$ cat config.mk
export PLATFORM = sky130hd
export DESIGN_NAME = scalar_kalman_filter_core_flat
export DESIGN_NICKNAME = d
export VERILOG_FILES = /design/src/sv/skf_pkg.sv /design/src/sv/skf_meas_if.sv /design/src/sv/skf_est_if.sv /design/src/sv/skf_div.sv /design/src/sv/skf_datapath.sv /design/src/sv/skf_ctrl.sv /design/src/sv/scalar_kalman_filter_core.sv /design/src/flat_wrapper.sv
export VERILOG_INCLUDE_DIRS = /design/src /design/src/sv
export SDC_FILE = /design/constraint.sdc
export NUM_CORES = 2
export LEC_CHECK = 0
export BUFFER_PORTS_ARGS = -buffer_cell sky130_fd_sc_hd__clkbuf_2
export CAP_MARGIN = 5
export CORE_UTILIZATION = 47
export CTS_CLUSTER_DIAMETER = 120
export DETAILED_ROUTE_END_ITERATION = 6
export MAX_ROUTING_LAYER = met4
export RECOVER_POWER = 50
export SETUP_SLACK_MARGIN = 0.15
export SLEW_MARGIN = 10
export SYNTH_ARGS = -nofsm -noshare
export SYNTH_HDL_FRONTEND = slang
export SYNTH_SLANG_ARGS = --single-unit
$ cat constraint.sdc
create_clock -name clk -period 10.28 [get_ports clk]
set_clock_uncertainty 0.2 [all_clocks]
set_input_delay 1.028 -clock clk [delete_from_list [all_inputs] [get_ports clk]]
set_output_delay 1.028 -clock clk [all_outputs]
set_load 0.02 [all_outputs]
$ cat src/sv/assert_macros.svh
// Assertion macros for the RTL checks.
// No dependencies; included by the files that carry checks.
`ifndef ASSERT_MACROS_SVH
`define ASSERT_MACROS_SVH
`ifndef SYNTHESIS
// Clocked check, skipped while reset is held.
`define SKF_ASSERT(lbl, clk, rst_n, prop, msg) \
  lbl: assert property (@(posedge clk) disable iff (!rst_n) prop) else $error(msg);
// Clocked check that also runs during reset.
`define SKF_ASSERT_ALWAYS(lbl, clk, prop, msg) \
  lbl: assert property (@(posedge clk) prop) else $error(msg);
`else
`define SKF_ASSERT(lbl, clk, rst_n, prop, msg)
`define SKF_ASSERT_ALWAYS(lbl, clk, prop, msg)
`endif
`endif

$ cat src/sv/skf_pkg.sv
// Shared types and constants of the scalar Kalman filter core.
// No dependencies; used by the datapath, controller, top level and testbench.
package skf_pkg;

  localparam int unsigned NOISE_W = 24;   // Q8.16 variances
  localparam int unsigned GAIN_W  = 17;   // Q1.16 gain, 0..1.0
  localparam int unsigned DIV_W   = 26;   // P + Q + R
  localparam int unsigned SUM_W   = 25;   // P + Q

  localparam logic [NOISE_W-1:0] COV_RESET   = 24'd65536;  // 1.0
  localparam logic [NOISE_W-1:0] RNOISE_RESET = 24'd13107; // 0.2

  localparam logic CFG_IDX_PROCESS_NOISE = 1'b0;
  localparam logic CFG_IDX_MEASURE_NOISE = 1'b1;

  typedef enum logic [2:0] {
    ST_IDLE,
    ST_MUL,
    ST_START,
    ST_DIV,
    ST_UPD
  } skf_state_t;

  typedef struct packed {
    logic load;
    logic mul;
    logic start;
    logic update;
  } skf_cmd_t;

  typedef struct packed {
    logic div_done;
  } skf_sts_t;

endpackage

$ cat src/sv/skf_meas_if.sv
// Request channel carrying one measurement.
// Depends on nothing; used by the top level.
interface skf_meas_if;
  logic               valid;
  logic               ready;
  logic signed [31:0] measurement;
  modport source (output valid, output measurement, input ready);
  modport sink (input valid, input measurement, output ready);
endinterface

$ cat src/sv/skf_est_if.sv
// Result channel carrying one filtered estimate.
// Depends on nothing; used by the top level.
interface skf_est_if;
  logic               valid;
  logic               ready;
  logic signed [31:0] estimate;
  modport source (output valid, output estimate, input ready);
  modport sink (input valid, input estimate, output ready);
endinterface

$ cat src/sv/skf_div.sv
// Radix-2 restoring divider, one quotient bit per cycle.
// Standalone; instantiated by skf_datapath.
module skf_div #(
  parameter int unsigned DW = 26,
  parameter int unsigned QW = 17
) (
  input  logic          clk,
  input  logic          rst_n,
  input  logic          start,
  input  logic [DW-1:0] rem_i,   // upper numerator bits, must be below div_i
  input  logic [QW-1:0] lo_i,    // lower numerator bits, shifted in MSB first
  input  logic [DW-1:0] div_i,
  output logic          busy,
  output logic [QW-1:0] quo_o
);

  localparam int unsigned CW = $clog2(QW + 1);

  logic [DW-1:0] rem_r, rem_nxt;
  logic [QW-1:0] lo_r, lo_nxt;
  logic [DW-1:0] div_r;
  logic [CW-1:0] cnt_r, cnt_nxt;
  logic [DW:0]   trial;
  logic          ge;

  assign trial = {rem_r, lo_r[QW-1]};
  assign ge    = trial >= {1'b0, div_r};

  always_comb begin
    rem_nxt = rem_r;
    lo_nxt  = lo_r;
    cnt_nxt = cnt_r;
    if (start) begin
      rem_nxt = rem_i;
      lo_nxt  = lo_i;
      cnt_nxt = CW'(QW);
    end else if (cnt_r != '0) begin
      // remainder stays below the divisor, so it fits DW bits
      rem_nxt = ge ? DW'(trial - {1'b0, div_r}) : DW'(trial);
      lo_nxt  = {lo_r[QW-2:0], ge};
      cnt_nxt = cnt_r - CW'(1);
    end
  end

  always_ff @(posedge clk) begin
    if (!rst_n) begin
      cnt_r <= '0;
    end else begin
      cnt_r <= cnt_nxt;
    end
    rem_r <= rem_nxt;
    lo_r  <= lo_nxt;
    if (start) begin
      div_r <= div_i;
    end
  end

  assign busy  = cnt_r != '0;
  assign quo_o = lo_r;

endmodule

$ cat src/sv/skf_datapath.sv
// Datapath: noise registers, filter state, multipliers and two dividers.
// Depends on skf_pkg and skf_div; driven by skf_ctrl.
module skf_datapath
  import skf_pkg::*;
(
  input  logic                 clk,
  input  logic                 rst_n,
  input  logic                 cfg_we,
  input  logic                 cfg_index,
  input  logic [NOISE_W-1:0]   cfg_data,
  input  logic signed [31:0]   measurement,
  input  skf_cmd_t             cmd,
  output skf_sts_t             sts,
  output logic signed [31:0]   estimate
);

  logic [NOISE_W-1:0] q_r, r_r, p_r;
  logic [GAIN_W-1:0]  k_r;
  logic signed [31:0] x_r;
  logic signed [32:0] diff_r;
  logic [SUM_W-1:0]   s_r;
  logic [DIV_W-1:0]   d_r;
  logic signed [50:0] prod_r, prod_nxt, rnd;
  logic [48:0]        numc_r, numc_nxt;
  logic signed [34:0] corr_r;
  logic signed [35:0] est_sum;
  logic signed [31:0] est_sat;
  logic signed [31:0] est_r;
  logic signed [17:0] k_s;
  logic               busy_g, busy_c;
  logic [GAIN_W-1:0]  quo_g;
  logic [NOISE_W-1:0] quo_c;

  // noise registers
  always_ff @(posedge clk) begin
    if (!rst_n) begin
      q_r <= '0;
      r_r <= RNOISE_RESET;
    end else if (cfg_we) begin
      unique case (cfg_index)
        CFG_IDX_PROCESS_NOISE: q_r <= cfg_data;
        CFG_IDX_MEASURE_NOISE: r_r <= cfg_data;
        default: ;
      endcase
    end
  end

  assign k_s      = {1'b0, k_r};
  assign prod_nxt = diff_r * k_s;
  assign numc_nxt = r_r * s_r;
  // |prod| < 2**49, so the rounding add cannot overflow
  assign rnd      = prod_r + 51'sd32768;
  assign est_sum  = {{4{x_r[31]}}, x_r} + {corr_r[34], corr_r};

  always_comb begin
    if (est_sum[35:31] == 5'b00000 || est_sum[35:31] == 5'b11111) begin
      est_sat = est_sum[31:0];
    end else if (est_sum[35]) begin
      est_sat = 32'sh8000_0000;
    end else begin
      est_sat = 32'sh7fff_ffff;
    end
  end

  always_ff @(posedge clk) begin
    if (!rst_n) begin
      x_r <= '0;
      p_r <= COV_RESET;
      k_r <= '0;
    end else if (cmd.update) begin
      x_r <= est_sat;
      if (d_r == '0) begin
        k_r <= '0;
        p_r <= '0;
      end else begin
        k_r <= quo_g;
        p_r <= quo_c;
      end
    end
    if (cmd.load) begin
      diff_r <= {measurement[31], measurement} - {x_r[31], x_r};
      s_r    <= SUM_W'(p_r) + SUM_W'(q_r);
      d_r    <= DIV_W'(p_r) + DIV_W'(q_r) + DIV_W'(r_r);
    end
    if (cmd.mul) begin
      prod_r <= prod_nxt;
      numc_r <= numc_nxt;
    end
    if (cmd.start) begin
      corr_r <= rnd[50:16];
    end
    if (cmd.update) begin
      est_r <= est_sat;
    end
  end

  // gain: (S << 16) / D, quotient at most 1.0
  skf_div #(.DW(DIV_W), .QW(GAIN_W)) u_div_gain (
    .clk   (clk),
    .rst_n (rst_n),
    .start (cmd.start),
    .rem_i (DIV_W'(s_r[SUM_W-1:1])),
    .lo_i  ({s_r[0], 16'd0}),
    .div_i (d_r),
    .busy  (busy_g),
    .quo_o (quo_g)
  );

  // covariance: R * S / D, quotient never exceeds R
  skf_div #(.DW(DIV_W), .QW(NOISE_W)) u_div_cov (
    .clk   (clk),
    .rst_n (rst_n),
    .start (cmd.start),
    .rem_i (DIV_W'(numc_r[48:24])),
    .lo_i  (numc_r[23:0]),
    .div_i (d_r),
    .busy  (busy_c),
    .quo_o (quo_c)
  );

  assign sts.div_done = !busy_g && !busy_c;
  assign estimate     = est_r;

endmodule

$ cat src/sv/skf_ctrl.sv
// Controller state machine sequencing one request through the datapath.
// Depends on skf_pkg and assert_macros.svh; drives skf_datapath.
`include "assert_macros.svh"
module skf_ctrl
  import skf_pkg::*;
(
  input  logic     clk,
  input  logic     rst_n,
  input  logic     in_valid,
  output logic     in_ready,
  output logic     out_valid,
  input  logic     out_ready,
  input  skf_sts_t sts,
  output skf_cmd_t cmd
);

  skf_state_t state_r, state_nxt;
  logic       out_valid_r, out_valid_nxt;
  logic       out_free;

  assign out_free = !out_valid_r || out_ready;

  always_comb begin
    state_nxt = state_r;
    unique case (state_r)
      ST_IDLE:  if (in_valid) state_nxt = ST_MUL;
      ST_MUL:   state_nxt = ST_START;
      ST_START: state_nxt = ST_DIV;
      ST_DIV:   if (sts.div_done) state_nxt = ST_UPD;
      ST_UPD:   if (out_free) state_nxt = ST_IDLE;
      default:  state_nxt = ST_IDLE;
    endcase
  end

  always_comb begin
    cmd      = '0;
    in_ready = 1'b0;
    unique case (state_r)
      ST_IDLE: begin
        in_ready = 1'b1;
        cmd.load = in_valid;
      end
      ST_MUL:   cmd.mul = 1'b1;
      ST_START: cmd.start = 1'b1;
      ST_DIV:   ;
      ST_UPD:   cmd.update = out_free;
      default:  ;
    endcase
  end

  always_comb begin
    out_valid_nxt = out_valid_r;
    if (cmd.update) begin
      out_valid_nxt = 1'b1;
    end else if (out_ready) begin
      out_valid_nxt = 1'b0;
    end
  end

  always_ff @(posedge clk) begin
    if (!rst_n) begin
      state_r     <= ST_IDLE;
      out_valid_r <= 1'b0;
    end else begin
      state_r     <= state_nxt;
      out_valid_r <= out_valid_nxt;
    end
  end

  assign out_valid = out_valid_r;

  `SKF_ASSERT(a_out_from_update, clk, rst_n, $rose(out_valid_r) |-> $past(cmd.update), "result raised without an update")
  `SKF_ASSERT(a_update_after_div, clk, rst_n, cmd.update |-> sts.div_done, "update while dividers busy")
  `SKF_ASSERT(a_start_runs_div, clk, rst_n, cmd.start |=> !sts.div_done, "dividers did not start")
  `SKF_ASSERT_ALWAYS(a_reset_idle, clk, !rst_n |=> (state_r == ST_IDLE && !out_valid_r), "reset did not clear control")

endmodule

$ cat src/sv/scalar_kalman_filter_core.sv
// Top level of the scalar Kalman filter core.
// Depends on skf_pkg, skf_meas_if, skf_est_if, skf_ctrl and skf_datapath.
//
//   channel   dir  handshake          payload
//   in_chan   in   valid/ready        measurement  s32 Q16.16
//   out_chan  out  valid/ready        estimate     s32 Q16.16
//   cfg_*     in   cfg_we             cfg_index 1b, cfg_data 24b Q8.16
//
// An accepted request steps through ST_MUL, ST_START, ST_DIV and ST_UPD before
// its estimate reaches the result register, and no new request is accepted
// until then. The 24-step covariance divide is the longest part; the gain
// divide runs alongside it in 17 steps. Requests are processed one at a time.
// A finished estimate waits in the output register; the next request is
// accepted while it is held. Reset is synchronous and returns state, gain,
// covariance and the noise registers to their reset values; a stalled output
// holds the core.
module scalar_kalman_filter_core
  import skf_pkg::*;
(
  input  logic               clk,
  input  logic               rst_n,
  skf_meas_if.sink           in_chan,
  skf_est_if.source          out_chan,
  input  logic               cfg_we,
  input  logic               cfg_index,
  input  logic [NOISE_W-1:0] cfg_data
);

  skf_cmd_t cmd;
  skf_sts_t sts;

  skf_ctrl u_ctrl (
    .clk       (clk),
    .rst_n     (rst_n),
    .in_valid  (in_chan.valid),
    .in_ready  (in_chan.ready),
    .out_valid (out_chan.valid),
    .out_ready (out_chan.ready),
    .sts       (sts),
    .cmd       (cmd)
  );

  skf_datapath u_dp (
    .clk         (clk),
    .rst_n       (rst_n),
    .cfg_we      (cfg_we),
    .cfg_index   (cfg_index),
    .cfg_data    (cfg_data),
    .measurement (in_chan.measurement),
    .cmd         (cmd),
    .sts         (sts),
    .estimate    (out_chan.estimate)
  );

endmodule

$ cat src/flat_wrapper.sv
// flat-port wrapper written by rule: the top's interface ports become plain ports
module scalar_kalman_filter_core_flat import skf_pkg::*;
  (clk, rst_n, cfg_we, cfg_index, cfg_data, in_chan_valid, in_chan_measurement, in_chan_ready, out_chan_valid, out_chan_estimate, out_chan_ready);
  skf_meas_if in_chan_i ();
  skf_est_if out_chan_i ();
  input  logic clk;
  input  logic rst_n;
  input  logic cfg_we;
  input  logic cfg_index;
  input  logic [NOISE_W-1:0] cfg_data;
  input wire logic [$bits(in_chan_i.valid)-1:0] in_chan_valid;
  input wire logic [$bits(in_chan_i.measurement)-1:0] in_chan_measurement;
  output wire logic [$bits(in_chan_i.ready)-1:0] in_chan_ready;
  output wire logic [$bits(out_chan_i.valid)-1:0] out_chan_valid;
  output wire logic [$bits(out_chan_i.estimate)-1:0] out_chan_estimate;
  input wire logic [$bits(out_chan_i.ready)-1:0] out_chan_ready;
  assign in_chan_i.valid = in_chan_valid;
  assign in_chan_i.measurement = in_chan_measurement;
  assign in_chan_ready = in_chan_i.ready;
  assign out_chan_valid = out_chan_i.valid;
  assign out_chan_estimate = out_chan_i.estimate;
  assign out_chan_i.ready = out_chan_ready;
  scalar_kalman_filter_core u_core (.clk(clk), .rst_n(rst_n), .in_chan(in_chan_i), .out_chan(out_chan_i), .cfg_we(cfg_we), .cfg_index(cfg_index), .cfg_data(cfg_data));
endmodule
* Word level (Yosys, flattened, before mapping)
Cells that the tools add are included.
Storage, ports and cells: register bits 505, input port bits 62, output and inout port bits 34
Operators by class: add/subtract/negate cells 10, $mul 2, $lt $le $gt $ge 2, equal/unequal tests 8, multiplexer cells 29, bitwise operators 2, reduce and logical (&&, ||, !) cells 18
Operators by type and width (count):
- two-way mux 24 bit | 5
- two-way mux 32 bit | 2
- >= comparator 27 x 26 -> 1 bit | 2
- two-way mux 26 bit | 2
- subtractor 26 bit | 2
- adder 51 x 17 -> 51 bit, second input constant | 1
- multiplier 33 x 18 -> 51 bit | 1
- two-way mux 17 bit | 3
- adder 24 x 24 -> 25 bit | 2
- two-way mux 25 bit | 2
- multiplier 24 x 25 -> 49 bit | 1
- adder 32 x 35 -> 36 bit | 1
- subtractor 32 x 32 -> 33 bit | 1
- adder 25 x 24 -> 26 bit | 1
- zero test 26 bit | 1
- two-way mux 5 bit | 4
- case mux 3 bit (5 select lines) | 1
- nonzero test 5 bit | 2
- subtractor 5 x 1 -> 5 bit, second input constant | 2
- two-way mux 3 bit | 3
- two-way mux 1 bit | 7
- == test 3 x 2 -> 1 bit, second input constant | 2
- nonzero test 2 bit | 3
- == test 5 bit, second input constant | 1
- other kinds (13) | 19

* Logic depth before layout (Yosys ltp)
depth in word-level cells 5, gate-level depth with buffers 29, mapped depth without buffers 27

* By module
Synthesis repeated with hierarchy kept, for this count alone.
Unflattened totals: cells, all modules 6738, area, all modules 65539.1 um^2
Modules (own cells, without submodules):
- skf_datapath | times used 1, cells an instance 5854, area each 55639.6 um^2, sequential area each 9509.1 um^2
- skf_div at u_core.u_dp.u_div_cov | times used 1, cells an instance 447, area each 4914.7 um^2, sequential area each 2382.3 um^2
- skf_div at u_core.u_dp.u_div_gain | times used 1, cells an instance 413, area each 4768.3 um^2, sequential area each 2172.1 um^2
- skf_ctrl | times used 1, cells an instance 24, area each 216.5 um^2, sequential area each 80.1 um^2

* Worst setup path after synthesis
OpenSTA, ideal clock, no wires.
kind register -> register, start point register u_core.u_ctrl.state_r[2], end point register u_core.u_dp.numc_r[0] (enable), arrival time 6766 ps, setup slack 2661 ps, cell stages (with the launch flop) 3, path buffers 1, period minus slack after synthesis 7619 ps, cells stage by stage dfxtp_1 clkbuf_1 nor3b_1
On the way: longest elaborated chain between the ends 2
Ends and longest elaborated chain:
- start: declaration | line skf_ctrl.sv:17 | skf_state_t state_r, state_nxt;
- start signal: assignment | line skf_ctrl.sv:65 | state_r <= state_nxt;
- == test 3 x 1 -> 1 bit | line skf_ctrl.sv:38 | unique case (state_r)
- two-way mux 1 bit | line skf_ctrl.sv:38
- end signal: assignment | line skf_datapath.sv:87 | numc_r <= numc_nxt;
- end: declaration | line skf_datapath.sv:24 | logic [48:0] numc_r, numc_nxt;
Every way passes these cells. A chain may end at the register's enable or synchronous reset.

* Worst setup path after layout
start point register u_core.u_dp.s_r[18], end point register u_core.u_dp.numc_r[43], data pin
On the way: longest elaborated chain between the ends 1
Ends and longest elaborated chain:
- start: declaration | line skf_datapath.sv:21 | logic [SUM_W-1:0] s_r;
- start signal: assignment | line skf_datapath.sv:82 | s_r <= SUM_W'(p_r) + SUM_W'(q_r);
- multiplier 24 x 25 -> 49 bit | line skf_datapath.sv:50 | assign numc_nxt = r_r * s_r;
- via u_core.u_dp.numc_nxt[43] | line skf_datapath.sv:24
The timed path passes the listed nets, and every way through them passes these cells.

==> results.md <==
- Met2 GRT Util: 0.457
- Die width: 372 um
- Hold Worst Slack: 249 ps
- Number of synthesis warnings: 0
- Reg2reg path depth: 25
- Setup_tns: 0 ps
- First-pass GRT wire length: 285000 um
- Cells after Synth: 6856
- I/O pin count: 96
- Req. time, crit path: 10490 ps
- Worst setup SP type: flip-flop
- Number of H-tree levels: 3
- Largest net degree at the start of global routing: 66
- Crit path largest cell delay: 1180 ps
- Clk Latency, worst-skew pair: 680 ps
- Routed vias: 46612
- Gr busiest metal: met2
- Yosys top cell by area: fa_1
- Synth top area cells: fa_1 33%, edfxtp_1 16%, ha_1 9.0%
- Post-synthesis sequential area ratio: 0.205
- Root buffer cell: clkbuf_16
- Design area: 68800 sq um
- Tmin final: 8590 ps
- Leak: 31.9 nW
- DRT iter0 DRCs: 3192
- Post-synthesis simple-gate area fraction: 0.157
- Number of synthesized flops with an enable pin: 336
- Final Core Density: 0.507
- Core Rows: 135
- Layout area overhead: 7.03%
- Vias per cell: 5.39
- Chip height: 372 um
- Final hold vios: 0
- Most frequent cell on the critical path: fa_1
- Ys flop type: edfxtp_1
- XOR/XNOR Fraction of Synth Area: 0.0343
- Synthesized area per cell: 9.38 sq um
- Post-CTS setup buffer count: 0
- GR Util met1: 0.360
- Layout cell share with drive strength beyond 1: 0.0408
- Vias in the first global route: 49025
- Crit-path leading delay family: adder cells
- Buffers on Ports: 95
- Reg2Reg Setup Slack: 1690 ps
- Hold path depth: 0
- CP arrival: 8790 ps
- Post-Syn Nets: 8449
- Gr ovfl total: 0
- R2r startpoint: u_core.u_dp.s_r[18]$_DFFE_PP_
- Pwr dens: 267 nW/um^2
- Portion of netlist area occupied by mux cells: 0.00313
- Post-CTS Hold Buffers: 0
- Post-synthesis cell area: 64300 sq um
- Yosys top cell area share: 0.333
- Ys async rst share: 0
- DR DRC count: 0
- Clock slew at reported path FFs: 60 ps
- Wire per inst: 20.9 um
- Hold Path Sink: u_core.u_dp.u_div_cov.div_r[3]$_DFFE_PP_
- Worst slew pin tran: 3870 ps
- Fmax: 116 MHz
- Yosys reg bits: 490
- Final wirelength: 181000 um
- Max Slew Vio Count: 515
- Final net count: 8405
- Max Cap Viol: 12
- Core Region: 136000 sq um
- Largest family of logic cells by synthesized area: adder cells
- Critical R2R Capture: u_core.u_dp.numc_r[43]$_DFFE_PP_
- Final period util: 0.835
- CTS tree: built
- Worst path bufs/invs: 5
- Endpoints failing setup: 0
- CP endpoint kind: flip-flop
- Placed insts: 8525
- Met3 Use GR: 0.0356
- GRT Total Usage: 0.278
- First drt pass iteration count: 6
- Largest fanout on the critical path: 25
- DRT antenna net count: 0
- Area after DPL: 66600 sq um
- Yosys cell types: 72
- CP max-delay cell: edfxtp_1
- Post-CTS sizing: 0
- Slew headroom: -1.58
- Complex-gate fraction of the synthesized area: 0.0868
- Initial antenna violation count: 6
- Fillcell total: 12747
- Post-route insts no fill: 8649
- Clock buffer depth: 3
- Initial Util: 0.474
- Status: complete, but fails checks
- HPWL Detailed: 138000 um
- Crit Path Class: flip-flop to flip-flop
- Post-Synth Adder-Cell Area: 0.423
- DIE AREA: 138000 sq um
- TritonCTS Buffers: 66
- CTS Sinks: 490
- Max IR drop VDD: 572 uV
- HP Start: u_core.u_dp.d_r[3]$_DFFE_PP_
- Placer congestion estimate: 0.951
- Hold WC Path Type: flip-flop to flip-flop
- Failing checks: capacitance limit, slew limit
- RSZ-0062 raised after global routing: no
[power by group]
group	switching, mW	internal (mW)	leakage [nW]	total [mW]
Sequential	0.381	3.17	4.46	3.55
Clock	1.02	1.45	1.13	2.47
Combinational	7.61	4.72	26.3	12.3
Total	9.02	9.34	31.9	18.4
[cell type report]
cell class / count / area [sq um] / share of cell area
multi-input cells: 4804 / 45300 / 0.658
flip-flops and latches: 490 / 13200 / 0.192
inverters: 1274 / 4780 / 0.0695
well taps: 1781 / 2230 / 0.0324
clock buffers: 80 / 1790 / 0.0260
repair buffers: 176 / 1010 / 0.0147
clock inverters: 40 / 556 / 0.00807
diodes: 4 / 10.0 / 0.000145
[metal layers]
layer	part of all wire	vias up
met5	0	-
met4	0.030	0
met3	0.057	278
met2	0.48	1360
met1	0.43	23654
li1	-	21320
[through the flow]
stage          power, mW  setup slack [ps]
3_5_place_dp        15.7              1760
4_1_cts             18.3              1710
2_1_floorplan       12.1              2660
5_1_grt             19.9              1410
3_3_place_gp        15.6              1450
6_report            18.4              1690
[synthesized netlist by cell type, types with 8 or more instances]
cell type and number:
fa_1 1068, nor2_1 207, buf_2 10, nand2_1 1039, o21ai_0 164, a21oi_1 306
nand2b_1 36, dfxtp_1 154, and4_1 8, and2_1 524, nand3_1 59, ha_1 463
inv_1 1274, nor4_1 9, a22oi_1 40, a21boi_0 53, edfxtp_1 336, o31ai_1 13
a31oi_1 10, clkbuf_1 266, a21o_1 111, and3_1 30, mux2i_1 19, o211ai_1 13
o21bai_1 28, xor2_1 88, nand4_1 34, nor3_1 53, nor2b_1 89, a211oi_1 22
o21a_1 38, or3_1 11, xnor2_1 164
[placed cells by master, fill, tap and decap left out, types with 34 or more instances in the layout]
cell type	netlist	final
o21a_1	38	38
a22oi_1	40	40
nor2_1	207	206
nand3_1	59	59
edfxtp_1	336	336
nand4_1	34	34
and2_1	524	519
nand2b_1	36	36
nor2b_1	89	88
inv_1	1274	1273
dfxtp_1	154	146
ha_1	463	463
clkbuf_1	266	52
nor3_1	53	53
o21ai_0	164	164
nand2_1	1039	1038
a21o_1	111	111
fa_1	1068	1068
xor2_1	88	88
xnor2_1	164	164
buf_4	1	71
clkbuf_2	2	60
a21oi_1	306	306
clkbuf_16	0	68
a21boi_0	53	53
[flip-flops by register name (all words and copies together), names as in the netlist]
signal,flops
u_core.u_ctrl.out_valid,1
u_core.u_ctrl.state_r,3
u_core.u_dp.corr_r,35
u_core.u_dp.d_r,26
u_core.u_dp.diff_r,33
u_core.u_dp.estimate,32
u_core.u_dp.k_r,17
u_core.u_dp.numc_r,49
u_core.u_dp.p_r,24
u_core.u_dp.prod_r,36
u_core.u_dp.q_r,24
u_core.u_dp.r_r,24
u_core.u_dp.s_r,25
u_core.u_dp.u_div_cov.cnt_r,5
u_core.u_dp.u_div_cov.div_r,26
u_core.u_dp.u_div_cov.quo_o,24
u_core.u_dp.u_div_cov.rem_r,26
u_core.u_dp.u_div_gain.cnt_r,5
u_core.u_dp.u_div_gain.quo_o,17
u_core.u_dp.u_div_gain.rem_r,26
u_core.u_dp.x_r,32
[how the worst max path moves through the flow]
stage	endpoint	cells past startpoint	startpoint	slack, ps
floorplan	u_core.u_dp.numc_r[0]$_DFFE_PP_	2	u_core.u_ctrl.state_r[2]$_SDFFE_PN0P_	2660
global placement	u_core.u_dp.numc_r[34]$_DFFE_PP_	25	u_core.u_dp.s_r[12]$_DFFE_PP_	1450
detailed placement	u_core.u_dp.numc_r[43]$_DFFE_PP_	27	u_core.u_dp.s_r[12]$_DFFE_PP_	1760
CTS	u_core.u_dp.numc_r[43]$_DFFE_PP_	27	u_core.u_dp.s_r[12]$_DFFE_PP_	1710
global route	u_core.u_dp.numc_r[41]$_DFFE_PP_	25	u_core.u_dp.s_r[18]$_DFFE_PP_	1410
finish	u_core.u_dp.numc_r[43]$_DFFE_PP_	25	u_core.u_dp.s_r[18]$_DFFE_PP_	1690
[worst reg2reg max path, cell delays in order (launching register included)]
cell	delay (ps)
edfxtp_1	1180
nand2_1	220
fa_1	600
inv_1	60
fa_1	520
inv_1	70
fa_1	470
fa_1	570
inv_1	60
fa_1	490
fa_1	500
inv_1	50
fa_1	500
inv_1	50
ha_1	390
nand4_1	180
nor3_1	310
o21ai_0	180
nand3_1	310
a21oi_1	120
a211o_1	350
o21ba_2	220
a21oi_1	250
a21oi_1	180
o21ai_0	220
xor2_1	90
[cell families (layout without fill, tap and decap cells)]
logic type / after synthesis / after routing
compound gates: 879 / 879
xor+xnor: 252 / 252
fa+ha+maj: 1531 / 1531
buf+inv: 1562 / 1570
flops: 490 / 490
mux: 20 / 20
other cells: 0 / 4
simple gates: 2122 / 2122
(Power assumes the default switching activity.)
